### config.mk
export PLATFORM = sky130hd
export DESIGN_NAME = cad_listen_before_talk_backoff
export DESIGN_NICKNAME = d
export VERILOG_FILES = /design/src/hdl/cad_lbt_pkg.sv /design/src/hdl/cad_listen_before_talk_backoff.sv /design/src/hdl/cad_lbt_ctrl.sv /design/src/hdl/cad_lbt_dp.sv
export SDC_FILE = /design/constraint.sdc
export NUM_CORES = 1
export LEC_CHECK = 0
export BUFFER_PORTS_ARGS = -buffer_cell sky130_fd_sc_hd__buf_2
export CORE_ASPECT_RATIO = 0.75
export CORE_MARGIN = 8
export CORE_UTILIZATION = 40
export CTS_CLUSTER_DIAMETER = 80
export CTS_CLUSTER_SIZE = 8
export DETAILED_ROUTE_END_ITERATION = 6
export PLACE_DENSITY_LB_ADDON = 0.1
export SLEW_MARGIN = 5
export SYNTH_ARGS = -nofsm -noshare
export SYNTH_HDL_FRONTEND = slang
export SYNTH_SLANG_ARGS = --single-unit
### constraint.sdc
create_clock -name i_clk -period 13.8 [get_ports i_clk]
set_clock_uncertainty 0.15 [all_clocks]
set_input_delay 1.38 -clock i_clk [delete_from_list [all_inputs] [get_ports i_clk]]
set_output_delay 1.38 -clock i_clk [all_outputs]
set_load 0.005 [all_outputs]
### src/hdl/cad_lbt_pkg.sv
// Shared constants, codes and controller/datapath handshake types for the LBT backoff block.
package cad_lbt_pkg;

    // Default width of the wrapping millisecond time base
    localparam int TIME_BITS_DEF = 32;

    // Field and register widths
    localparam int ACT_W      = 2;
    localparam int OUTCOME_W  = 2;
    localparam int STEP_W     = 2;
    localparam int MODE_W     = 2;
    localparam int NOW_W      = 32;
    localparam int RND_W      = 32;
    localparam int CNT_W      = 8;
    localparam int ERR_W      = 32;
    localparam int MAXW       = 16;
    localparam int CFG_DATA_W = 16;
    localparam int CFG_IDX_W  = 1;
    localparam int DIV_CNT_W  = $clog2(RND_W);

    // Item actions
    localparam logic [ACT_W-1:0] ACT_START  = 2'd0;
    localparam logic [ACT_W-1:0] ACT_POLL   = 2'd1;
    localparam logic [ACT_W-1:0] ACT_DETECT = 2'd2;
    localparam logic [ACT_W-1:0] ACT_FINISH = 2'd3;

    // Detection outcomes (anything other than free or busy counts as an error)
    localparam logic [OUTCOME_W-1:0] OUT_FREE = 2'd0;
    localparam logic [OUTCOME_W-1:0] OUT_BUSY = 2'd1;

    // Reported step
    localparam logic [STEP_W-1:0] STEP_IDLE     = 2'd0;
    localparam logic [STEP_W-1:0] STEP_WAIT     = 2'd1;
    localparam logic [STEP_W-1:0] STEP_DETECT   = 2'd2;
    localparam logic [STEP_W-1:0] STEP_TRANSMIT = 2'd3;

    // Access modes
    localparam logic [MODE_W-1:0] MODE_IDLE    = 2'd0;
    localparam logic [MODE_W-1:0] MODE_WAITING = 2'd1;
    localparam logic [MODE_W-1:0] MODE_READY   = 2'd2;

    // Configuration register indexes
    localparam logic [CFG_IDX_W-1:0] REG_RETRY_LIMIT = 1'b0;
    localparam logic [CFG_IDX_W-1:0] REG_BACKOFF_MAX = 1'b1;

    // Register reset values
    localparam logic [CNT_W-1:0] RETRY_LIMIT_RST = 8'd3;
    localparam logic [MAXW-1:0]  BACKOFF_MAX_RST = 16'd1000;

    // Controller to datapath commands
    typedef struct packed {
        logic latch;      // capture the input item
        logic div_start;  // load the remainder unit
        logic div_step;   // one restoring step
        logic commit;     // update state and result registers
    } t_cmd;

    // Datapath to controller status
    typedef struct packed {
        logic need_div;   // item draws a random wait
        logic div_last;   // final remainder step this cycle
    } t_stat;

endpackage

### src/hdl/cad_listen_before_talk_backoff.sv
// Top level of the listen-before-talk random backoff block.
// Listen-before-talk access control with random backoff. Each item (start, poll, detection
// result, finish) gives exactly one result item. Items are handled one at a time: each is
// latched, evaluated and committed to the result registers; a detection result that backs off
// with a nonzero maximum also runs the 32-step restoring remainder unit, which reduces
// random_word modulo backoff_max, before the commit. A finished result sits in the output
// register while the next item is accepted; the following result waits in the controller
// until the previous one is taken. Configuration writes take effect immediately; the user
// must make them only while no item is in flight, the block itself does not enforce this.
module cad_listen_before_talk_backoff #(
    parameter int TIME_BITS = cad_lbt_pkg::TIME_BITS_DEF
) (
    input  logic                                 i_clk,
    input  logic                                 i_rst_n,
    input  logic                                 i_cfg_we,
    input  logic [cad_lbt_pkg::CFG_IDX_W-1:0]    i_cfg_idx,
    input  logic [cad_lbt_pkg::CFG_DATA_W-1:0]   i_cfg_wdata,
    input  logic                                 i_valid,
    output logic                                 o_ready,
    input  logic [cad_lbt_pkg::ACT_W-1:0]        i_action,
    input  logic [cad_lbt_pkg::NOW_W-1:0]        i_now_time,
    input  logic [cad_lbt_pkg::OUTCOME_W-1:0]    i_detect_outcome,
    input  logic [cad_lbt_pkg::RND_W-1:0]        i_random_word,
    output logic                                 o_valid,
    input  logic                                 i_ready,
    output logic [cad_lbt_pkg::STEP_W-1:0]       o_tx_step,
    output logic                                 o_forced_tx,
    output logic [cad_lbt_pkg::CNT_W-1:0]        o_backoff_total,
    output logic [cad_lbt_pkg::ERR_W-1:0]        o_error_total,
    output logic                                 o_busy_backoff_event
);
    import cad_lbt_pkg::*;

    t_cmd  w_cmd;
    t_stat w_stat;

    // Sequencing and handshake
    cad_lbt_ctrl u_ctrl (
        .i_clk   (i_clk),
        .i_rst_n (i_rst_n),
        .i_valid (i_valid),
        .o_ready (o_ready),
        .o_valid (o_valid),
        .i_ready (i_ready),
        .i_stat  (w_stat),
        .o_cmd   (w_cmd)
    );

    // State, timer compare and remainder unit
    cad_lbt_dp #(
        .TIME_BITS (TIME_BITS)
    ) u_dp (
        .i_clk                (i_clk),
        .i_rst_n              (i_rst_n),
        .i_cfg_we             (i_cfg_we),
        .i_cfg_idx            (i_cfg_idx),
        .i_cfg_wdata          (i_cfg_wdata),
        .i_action             (i_action),
        .i_now_time           (i_now_time),
        .i_detect_outcome     (i_detect_outcome),
        .i_random_word        (i_random_word),
        .i_cmd                (w_cmd),
        .o_stat               (w_stat),
        .o_tx_step            (o_tx_step),
        .o_forced_tx          (o_forced_tx),
        .o_backoff_total      (o_backoff_total),
        .o_error_total        (o_error_total),
        .o_busy_backoff_event (o_busy_backoff_event)
    );

endmodule

### src/hdl/cad_lbt_ctrl.sv
// Controller state machine: input/output handshake and sequencing of the datapath.
module cad_lbt_ctrl (
    input  logic                i_clk,
    input  logic                i_rst_n,
    input  logic                i_valid,
    output logic                o_ready,
    output logic                o_valid,
    input  logic                i_ready,
    input  cad_lbt_pkg::t_stat  i_stat,
    output cad_lbt_pkg::t_cmd   o_cmd
);
    import cad_lbt_pkg::*;

    localparam logic [1:0] S_IDLE = 2'd0;
    localparam logic [1:0] S_EVAL = 2'd1;
    localparam logic [1:0] S_DIV  = 2'd2;
    localparam logic [1:0] S_DONE = 2'd3;

    logic [1:0] r_state;
    logic [1:0] n_state;
    logic       r_out_valid;
    logic       n_out_valid;
    logic       w_out_free;

    assign w_out_free = !r_out_valid || i_ready;

    // Next state and commands
    always_comb begin
        n_state = r_state;
        o_cmd   = '0;
        unique case (r_state)
            S_IDLE: begin
                if (i_valid) begin
                    o_cmd.latch = 1'b1;
                    n_state     = S_EVAL;
                end
            end
            S_EVAL: begin
                if (i_stat.need_div) begin
                    o_cmd.div_start = 1'b1;
                    n_state         = S_DIV;
                end else begin
                    n_state = S_DONE;
                end
            end
            S_DIV: begin
                o_cmd.div_step = 1'b1;
                if (i_stat.div_last) begin
                    n_state = S_DONE;
                end
            end
            S_DONE: begin
                if (w_out_free) begin
                    o_cmd.commit = 1'b1;
                    n_state      = S_IDLE;
                end
            end
        endcase
    end

    // Result register occupancy
    always_comb begin
        n_out_valid = r_out_valid;
        if (o_cmd.commit) begin
            n_out_valid = 1'b1;
        end else if (i_ready) begin
            n_out_valid = 1'b0;
        end
    end

    always_ff @(posedge i_clk) begin
        if (!i_rst_n) begin
            r_state     <= S_IDLE;
            r_out_valid <= 1'b0;
        end else begin
            r_state     <= n_state;
            r_out_valid <= n_out_valid;
        end
    end

    assign o_ready = (r_state == S_IDLE);
    assign o_valid = r_out_valid;

endmodule

### src/hdl/cad_lbt_dp.sv
// Datapath: configuration, access state, wait timer compare and iterative remainder unit.
module cad_lbt_dp #(
    parameter int TIME_BITS = cad_lbt_pkg::TIME_BITS_DEF
) (
    input  logic                                 i_clk,
    input  logic                                 i_rst_n,
    input  logic                                 i_cfg_we,
    input  logic [cad_lbt_pkg::CFG_IDX_W-1:0]    i_cfg_idx,
    input  logic [cad_lbt_pkg::CFG_DATA_W-1:0]   i_cfg_wdata,
    input  logic [cad_lbt_pkg::ACT_W-1:0]        i_action,
    input  logic [cad_lbt_pkg::NOW_W-1:0]        i_now_time,
    input  logic [cad_lbt_pkg::OUTCOME_W-1:0]    i_detect_outcome,
    input  logic [cad_lbt_pkg::RND_W-1:0]        i_random_word,
    input  cad_lbt_pkg::t_cmd                    i_cmd,
    output cad_lbt_pkg::t_stat                   o_stat,
    output logic [cad_lbt_pkg::STEP_W-1:0]       o_tx_step,
    output logic                                 o_forced_tx,
    output logic [cad_lbt_pkg::CNT_W-1:0]        o_backoff_total,
    output logic [cad_lbt_pkg::ERR_W-1:0]        o_error_total,
    output logic                                 o_busy_backoff_event
);
    import cad_lbt_pkg::*;

    localparam int CMP_W = (TIME_BITS > MAXW) ? TIME_BITS : MAXW;

    // Configuration
    logic [CNT_W-1:0]     r_retry_limit;
    logic [MAXW-1:0]      r_backoff_max;
    // Captured item
    logic [ACT_W-1:0]     r_action;
    logic [TIME_BITS-1:0] r_now;
    logic [OUTCOME_W-1:0] r_outcome;
    logic [RND_W-1:0]     r_rnd;
    // Access state
    logic [MODE_W-1:0]    r_mode,   n_mode;
    logic [TIME_BITS-1:0] r_origin, n_origin;
    logic [MAXW-1:0]      r_wlen,   n_wlen;
    logic [CNT_W-1:0]     r_bcnt,   n_bcnt;
    logic                 r_forced, n_forced;
    logic [ERR_W-1:0]     r_errs,   n_errs;
    // Result-only registers
    logic [STEP_W-1:0]    r_step,   n_step;
    logic                 r_busy,   n_busy;
    // Remainder unit
    logic [RND_W-1:0]     r_quo;
    logic [MAXW-1:0]      r_rem;
    logic [DIV_CNT_W-1:0] r_dcnt;
    logic [MAXW:0]        w_rem_sh;
    logic [MAXW:0]        w_rem_sub;
    logic                 w_rem_ge;
    // Decision terms
    logic [TIME_BITS-1:0] w_elapsed;
    logic                 w_waited;
    logic [STEP_W-1:0]    w_poll_step;
    logic                 w_active;
    logic                 w_free;
    logic                 w_limit;
    logic                 w_backoff;

    // Configuration writes
    always_ff @(posedge i_clk) begin
        if (!i_rst_n) begin
            r_retry_limit <= RETRY_LIMIT_RST;
            r_backoff_max <= BACKOFF_MAX_RST;
        end else if (i_cfg_we) begin
            unique case (i_cfg_idx)
                REG_RETRY_LIMIT: r_retry_limit <= i_cfg_wdata[CNT_W-1:0];
                REG_BACKOFF_MAX: r_backoff_max <= i_cfg_wdata[MAXW-1:0];
            endcase
        end
    end

    // Item capture; time folded to the configured time base
    always_ff @(posedge i_clk) begin
        if (i_cmd.latch) begin
            r_action  <= i_action;
            r_now     <= TIME_BITS'(i_now_time);
            r_outcome <= i_detect_outcome;
            r_rnd     <= i_random_word;
        end
    end

    // Wait elapsed: wrapping difference against the wait length
    assign w_elapsed = r_now - r_origin;
    assign w_waited  = CMP_W'(w_elapsed) >= CMP_W'(r_wlen);

    always_comb begin
        case (r_mode)
            MODE_IDLE:  w_poll_step = STEP_IDLE;
            MODE_READY: w_poll_step = STEP_TRANSMIT;
            default:    w_poll_step = w_waited ? STEP_DETECT : STEP_WAIT;
        endcase
    end

    // Backoff decision
    assign w_active  = (r_mode != MODE_IDLE);
    assign w_free    = (r_outcome == OUT_FREE);
    assign w_limit   = (r_bcnt >= r_retry_limit);
    assign w_backoff = (r_action == ACT_DETECT) && w_active && !w_free && !w_limit;

    assign o_stat.need_div = w_backoff && (r_backoff_max != '0);
    assign o_stat.div_last = (r_dcnt == '1);

    // Restoring remainder, one dividend bit per step
    assign w_rem_sh  = {r_rem, r_quo[RND_W-1]};
    assign w_rem_ge  = w_rem_sh >= {1'b0, r_backoff_max};
    assign w_rem_sub = w_rem_sh - {1'b0, r_backoff_max};

    always_ff @(posedge i_clk) begin
        if (i_cmd.div_start) begin
            r_quo  <= r_rnd;
            r_rem  <= '0;
            r_dcnt <= '0;
        end else if (i_cmd.div_step) begin
            r_quo  <= {r_quo[RND_W-2:0], 1'b0};
            r_rem  <= w_rem_ge ? w_rem_sub[MAXW-1:0] : w_rem_sh[MAXW-1:0];
            r_dcnt <= r_dcnt + 1'b1;
        end
    end

    // Item update
    always_comb begin
        n_mode   = r_mode;
        n_origin = r_origin;
        n_wlen   = r_wlen;
        n_bcnt   = r_bcnt;
        n_forced = r_forced;
        n_errs   = r_errs;
        n_step   = STEP_IDLE;
        n_busy   = 1'b0;
        case (r_action)
            ACT_START: begin
                n_mode   = MODE_WAITING;
                n_origin = r_now;
                n_wlen   = '0;
                n_bcnt   = '0;
                n_forced = 1'b0;
                // zero wait has always elapsed
                n_step   = STEP_DETECT;
            end
            ACT_POLL: begin
                n_step = w_poll_step;
            end
            ACT_DETECT: begin
                if (!w_active) begin
                    n_step = STEP_IDLE;
                end else if (w_free) begin
                    n_mode = MODE_READY;
                    n_step = STEP_TRANSMIT;
                end else if (w_limit) begin
                    n_forced = 1'b1;
                    n_mode   = MODE_READY;
                    n_step   = STEP_TRANSMIT;
                end else begin
                    n_bcnt = r_bcnt + 1'b1;
                    if (r_outcome == OUT_BUSY) begin
                        n_busy = 1'b1;
                    end else begin
                        n_errs = r_errs + 1'b1;
                    end
                    n_wlen   = o_stat.need_div ? r_rem : '0;
                    n_origin = r_now;
                    n_mode   = MODE_WAITING;
                    n_step   = STEP_WAIT;
                end
            end
            ACT_FINISH: begin
                n_mode = MODE_IDLE;
                n_step = STEP_IDLE;
            end
        endcase
    end

    always_ff @(posedge i_clk) begin
        if (!i_rst_n) begin
            r_mode   <= MODE_IDLE;
            r_origin <= '0;
            r_wlen   <= '0;
            r_bcnt   <= '0;
            r_forced <= 1'b0;
            r_errs   <= '0;
        end else if (i_cmd.commit) begin
            r_mode   <= n_mode;
            r_origin <= n_origin;
            r_wlen   <= n_wlen;
            r_bcnt   <= n_bcnt;
            r_forced <= n_forced;
            r_errs   <= n_errs;
        end
    end

    always_ff @(posedge i_clk) begin
        if (i_cmd.commit) begin
            r_step <= n_step;
            r_busy <= n_busy;
        end
    end

    // State is only updated on commit, so it doubles as the result
    assign o_tx_step            = r_step;
    assign o_busy_backoff_event = r_busy;
    assign o_forced_tx          = r_forced;
    assign o_backoff_total      = r_bcnt;
    assign o_error_total        = r_errs;

endmodule
# Word-level counts from Yosys, hierarchy flattened
# Index checks and enable logic that the tools add are counted.
# totals
reg_bits,242
output_inout_bits,46
elab_cells,120
# op_classes
magnitude_cmp,3
n_mux,45
bitwise,6
n_eq_ne,16
n_addsub,5
reduce_logical,26
# op_table
op,n
$mux W32,5
$mux W16,5
$pmux W32 S2,1
$add A32 B1 Y32 const B,1
$ge A32 B16 Y1,1
$pmux W16 S2,1
$sub A32 B32 Y32,1
$mux W8,3
$mux W2,10
$ge A17 B16 Y1,1
$pmux W2 S4,2
$pmux W8 S2,1
$reduce_bool A16 Y1,1
$sub A16 B16 Y16,1
$mux W1,14
$eq A2 B2 Y1 const B,5
$reduce_and A5 Y1,2
$add A8 B1 Y8 const B,1
$ge A8 B8 Y1,1
$logic_not A2 Y1,4
$ne A2 B1 Y1 const B,4
$reduce_bool A2 Y1,4
$eq A2 B1 Y1 const B,3
$ne A2 B2 Y1 const B,3
14 further kinds,26

# Logic depth before layout (Yosys ltp)
# logic_depth
ltp_word,10
ltp_mapped,20
ltp_nobuf,20

# Cells and area by module
# A second synthesis with hierarchy kept.
# unflattened
cells_unflattened,1353
area_unflattened_um2,13035.0
# by_module_without_submodules
module,area_each_um2,n_inst,cells_each,seq_area_each_um2
cad_lbt_dp,12766.0,1,1325,5815.6
cad_lbt_ctrl,269.0,1,28,60.1

# Least setup slack after synthesis
# Ideal clock, no wire load.
# synth_path
kind,reg-to-reg
start,"reg u_dp.r_bcnt[0], in the netlist u_dp.o_backoff_total[0]"
end,"reg u_dp.r_quo[0], enable pin"
n_path_buf,0
slack_ns,8.816
period_less_slack_ns,4.984
path_stages_with_launch,12
arrival_ns,4.368
required_ns,13.184
path_cell_list,dfxtp_1 -> inv_1 -> ha_1 -> nand2b_1 -> a21o_1 -> a21o_1 -> a21o_1 -> a21oi_1 -> o21ai_0 -> a21oi_2 -> nand3_1 -> o21ai_0
# synth_via
elab_chain_len,7
# synth_lines
item,line_no,rtl
start: declaration,cad_lbt_dp.sv:38,"logic [CNT_W-1:0] r_bcnt, n_bcnt;"
start signal: assignment,cad_lbt_dp.sv:186,r_bcnt <= n_bcnt;
$ge A8 B8 Y1,cad_lbt_dp.sv:98,assign w_limit = (r_bcnt >= r_retry_limit);
$logic_not A1 Y1,cad_lbt_dp.sv:99,assign w_backoff = (r_action == ACT_DETECT) && w_active && !w_free && !w_limit;
$logic_and A1 B1 Y1,cad_lbt_dp.sv:99,
$logic_and A1 B1 Y1,cad_lbt_dp.sv:101,assign o_stat.need_div = w_backoff && (r_backoff_max != '0);
$mux W1,cad_lbt_ctrl.sv:39,if (i_stat.need_div) begin
$mux W1,cad_lbt_ctrl.sv:31,unique case (r_state)
$reduce_bool A2 Y1 (no source line),-,
end signal: assignment,cad_lbt_dp.sv:111,r_quo <= r_rnd;
end signal: assignment,cad_lbt_dp.sv:115,"r_quo <= {r_quo[RND_W-2:0], 1'b0};"
end: declaration,cad_lbt_dp.sv:45,logic [RND_W-1:0] r_quo;
# No other way between the ends.
# A chain may end at the register's enable or synchronous reset.

# Worst setup path in the final report
# layout_path
start,reg u_dp.r_now[4]
end,"reg u_dp.r_step[1], in the netlist u_dp.o_tx_step[1] (data pin)"
# layout_via
elab_chain_len,5
# layout_lines
item,line_no,rtl
start: declaration,cad_lbt_dp.sv:31,logic [TIME_BITS-1:0] r_now;
start signal: assignment,cad_lbt_dp.sv:77,r_now <= TIME_BITS'(i_now_time);
$sub A32 B32 Y32,cad_lbt_dp.sv:84,assign w_elapsed = r_now - r_origin;
$ge A32 B16 Y1,cad_lbt_dp.sv:85,assign w_waited = CMP_W'(w_elapsed) >= CMP_W'(r_wlen);
$mux W2,cad_lbt_dp.sv:91,default: w_poll_step = w_waited ? STEP_DETECT : STEP_WAIT;
$pmux W2 S2,cad_lbt_dp.sv:88,case (r_mode)
$pmux W2 S4,cad_lbt_dp.sv:131,case (r_action)
named net u_dp.n_step[1],cad_lbt_dp.sv:42,"logic [STEP_W-1:0] r_step, n_step;"
end signal: assignment,cad_lbt_dp.sv:194,r_step <= n_step;
end: declaration,cad_lbt_dp.sv:42,
# The timed path passes the listed nets, and every way through them passes these cells.

==> results.tsv <==
stage	metric	value	unit
outcome	status	finished, final reports clean	
setup_path	slowest CP cell	a311o_2	
routing	total number of vias	9662	
yosys	yosys warns	0	
yosys	share of the synthesized area in the top cell type	0.244	
place	Port-buffer cells	135	
yosys	sequential area share after synthesis	0.464	
place	placed insts	1800	
power	Power Dens Cells	171	nW/µm²
yosys	ys async rst share	0	
place	GPL Wtd Cong	0.893	
setup_path	Crit path top cell by count	a21oi_1	
global_route	vias in the first global route	9480	
finish	Final nets	1603	
sta	Final Cycle Share	0.377	
floorplanning	Core ar.	31300	µm²
cts	Root Buffer	clkbuf_16	
global_route	Overflow after GRT	0	
setup_path	CP max FO	4	
routing	Vias/cell	5.19	
sta	Worst-Margin Slew	1.10	ns
global_route	GR Util All Layers	0.166	
sta	max_slew headroom	0.262	
setup_path	crit start category	register	
cts	maximum buffer depth of the clock tree	3	
routing	DR iter-0 viols	525	
setup_path	CP Capture Type	register	
global_route	antenna violations before repair	1	
yosys	Synth area leaders	edfxtp_1 (24%), dfxtp_1 (22%), ha_1 (7.8%), nand2_1 (4.7%), a21boi_0 (4.2%)	
yosys	Synth Instances	1300	
flow_run	Max Cap Viol	0	
finish	area delta synth->final	16.7	%
yosys	Synth Flop Type	dfxtp_1	
setup_path	Worst Setup SP	u_dp.r_now[4]	
sta	setup TNS	0	ns
finish	Layout Cells excl Fill	1861	
yosys	Mapped Avg Cell Area	9.74	µm²
finish	most frequent cells in the layout	nand2_1 (160), dfxtp_1 (139), buf_2 (135), edfxtp_1 (103), inv_1 (101)	
global_route	largest net degree at the start of global routing	99	
yosys	area leader, netlist	edfxtp_1	
place	hpwl dp	22600	µm
yosys	synthesized area	12700	µm²
setup_path	critical path type	reg2reg	
min_path	HP Class	reg2reg	
cts	PostCTS Resize Cnt	0	
yosys	register bit total from synthesis	242	
power	VDD IR max	0.103	mV
floorplanning	Die Wd	221	µm
cts	# clock sinks	242	
sta	# setup viols final	0	
cts	Num CTS Buffers	36	
sta	FMAX	192	MHz
cts	worst skew pair latency	0.52	ns
cts	cts hold-fix bufs	0	
setup_path	reg-to-reg critical path startpoint	u_dp.r_now[4]	
cts	Clock Pin Slew Worst Setup and Hold Paths	0.05	ns
floorplanning	Initial Util	0.405	
setup_path	worst path required time	13.91	ns
sta	Final Hold Fails	0	
yosys	number of distinct library cells after synthesis	66	
routing	Antenna Nets Post-Route	0	
sta	Final min period	5.20	ns
setup_path	CP top delay family	compound AO/OA/AOI/OAI gates	
sta	Final Max Tran Viols	0	
routing	DRC	0	
routing	DR WL/cell	17.0	µm
yosys	number of synthesized flops with an enable pin	103	
sta	Hold Slack	0.313	ns
min_path	hold path startpoint	u_dp.r_origin[25]	
power	Total Power	2520	µW
floorplanning	Row Count	56	
floorplanning	die area	37700	µm²
floorplanning	Die H	170	µm
power	Leak	0.00574	µW
yosys	Syn Nets	1471	
global_route	first-pass GRT wire length	51300	µm
routing	Routed WL	31700	µm
cts	CTS H-Tree Depth	2	
cts	Post-CTS Setup Inserts	0	
setup_path	CP Buf/Inv Count	0	
finish	most common cell after layout, fill and taps aside	nand2_1	
place	placed cell area	13700	µm²
finish	ANT cells	0	
routing	first drt pass iteration count	5	
cts	TritonCTS clock tree	built	
floorplanning	# IOs	136	
setup_path	Arr. time, crit path	5.31	ns
setup_path	Max stage delay on crit path	0.46	ns
finish	share of cells above drive strength 1	0.159	
sta	RSZ-0062 raised after global routing	no	
finish	Design Area, Final	14800	µm²
setup_path	CP cell instances	ha_1 > a21oi_1 > nor3b_2 > a21oi_1 > a311o_2 > o31a_1 > a21o_1 > a21oi_1 > xnor2_1 > ha_1 > nor2b_1 > a2111oi_0 > nand4_1 > a2111oi_2 > nand4_1 > a2111oi_2 > o2111ai_1 > a211o_1	
[per-stage QoR]
step	utilization	worst slack [ns]
floorplan	-	8.82
global placement	0.439	8.73
detailed placement	0.439	8.57
CTS	0.473	8.55
global route	0.473	8.24
finish	0.473	8.60
[Yosys cell counts (9+ instances only)]
| cell type | instances |
|---|---|
| nand2_1 | 160 |
| dfxtp_1 | 139 |
| edfxtp_1 | 103 |
| inv_1 | 101 |
| ha_1 | 79 |
| a21boi_0 | 70 |
| nor2_1 | 69 |
| a21oi_1 | 48 |
| o21ai_0 | 48 |
| clkbuf_1 | 36 |
| xnor2_1 | 32 |
| mux2_2 | 31 |
| nand3_1 | 29 |
| a211oi_1 | 26 |
| and2_1 | 24 |
| xor2_1 | 23 |
| nor3_1 | 22 |
| mux2i_1 | 20 |
| or3_1 | 20 |
| nand4_1 | 17 |
| nor2b_1 | 17 |
| o21a_1 | 17 |
| a22o_1 | 16 |
| a21o_1 | 15 |
| nand2b_1 | 14 |
| and3_1 | 13 |
| o211ai_1 | 12 |
| buf_2 | 11 |
| a31oi_1 | 9 |
| nor4_1 | 9 |
[cell type report]
| class | instances | area [µm²] |
|---|---|---|
| fill | 2989 | 16500 |
| multi-input combinational | 908 | 6230 |
| sequential | 242 | 5880 |
| clock buffer | 59 | 1020 |
| timing repair buffer | 143 | 736 |
| tap | 406 | 508 |
| inverter | 101 | 379 |
| clock inverter | 2 | 25.0 |
[power breakdown]
| part | internal [µW] | switching [µW] | total, µW |
|---|---|---|---|
| registers | 889 | 70.7 | 960 |
| logic | 299 | 437 | 737 |
| clock network | 501 | 320 | 822 |
[layer usage]
layer	GRT usage	wire, µm	up-vias
li1	-	-	4923
met1	0.244	16600	4523
met2	0.248	13400	176
met3	0.0330	1290	40
met4	0.0365	438	0
met5	0	0	-
[path summary, 6_finish.rpt]
kind,end,slack [ns],depth (start not counted)
worst max-delay path,u_dp.o_tx_step[1],8.60,18
worst min-delay path,u_dp.r_origin[25],0.31,2
worst max register to register,u_dp.o_tx_step[1],8.60,18
worst min register to register,u_dp.r_origin[25],0.31,2
[state kept, by name, indices dropped and copies added, names as in the netlist]
signal and count:
u_dp.o_tx_step 2, u_ctrl.r_state 2, u_dp.r_backoff_max 16, u_dp.o_backoff_total 8, u_dp.r_outcome 2, u_dp.r_action 2, u_dp.r_rnd 32, u_dp.r_now 32
u_dp.o_busy_backoff_event 1, u_dp.r_dcnt 5, u_dp.r_origin 32, u_dp.o_error_total 32, u_dp.r_mode 2, u_dp.r_quo 32, u_dp.r_retry_limit 8, u_dp.r_rem 16
u_ctrl.o_valid 1, u_dp.o_forced_tx 1, u_dp.r_wlen 16
[kinds of logic (layout without fill, tap and decap cells)]
logic type	Yosys count	in the layout	share of synthesized area
flip-flops	242	242	0.464
adder cells (fa/ha/maj)	81	81	0.0812
XOR/XNOR	55	55	0.0380
buffers and inverters	150	305	0.0456
AO/OA/AOI/OAI	305	305	0.169
multiplexers	51	51	0.0434
AND/OR/NAND/NOR	416	416	0.158
[worst register-to-register path, delay by kind of cell (launching register included)]
family / cells / cell delay [ns]
and+or+nand+nor: 4 / 0.65
DFF: 1 / 0.39
adders and majority gates: 2 / 0.63
AOI/OAI and AO/OA: 11 / 2.97
xor gates and xnor gates: 1 / 0.16
(Power assumes the default switching activity.)
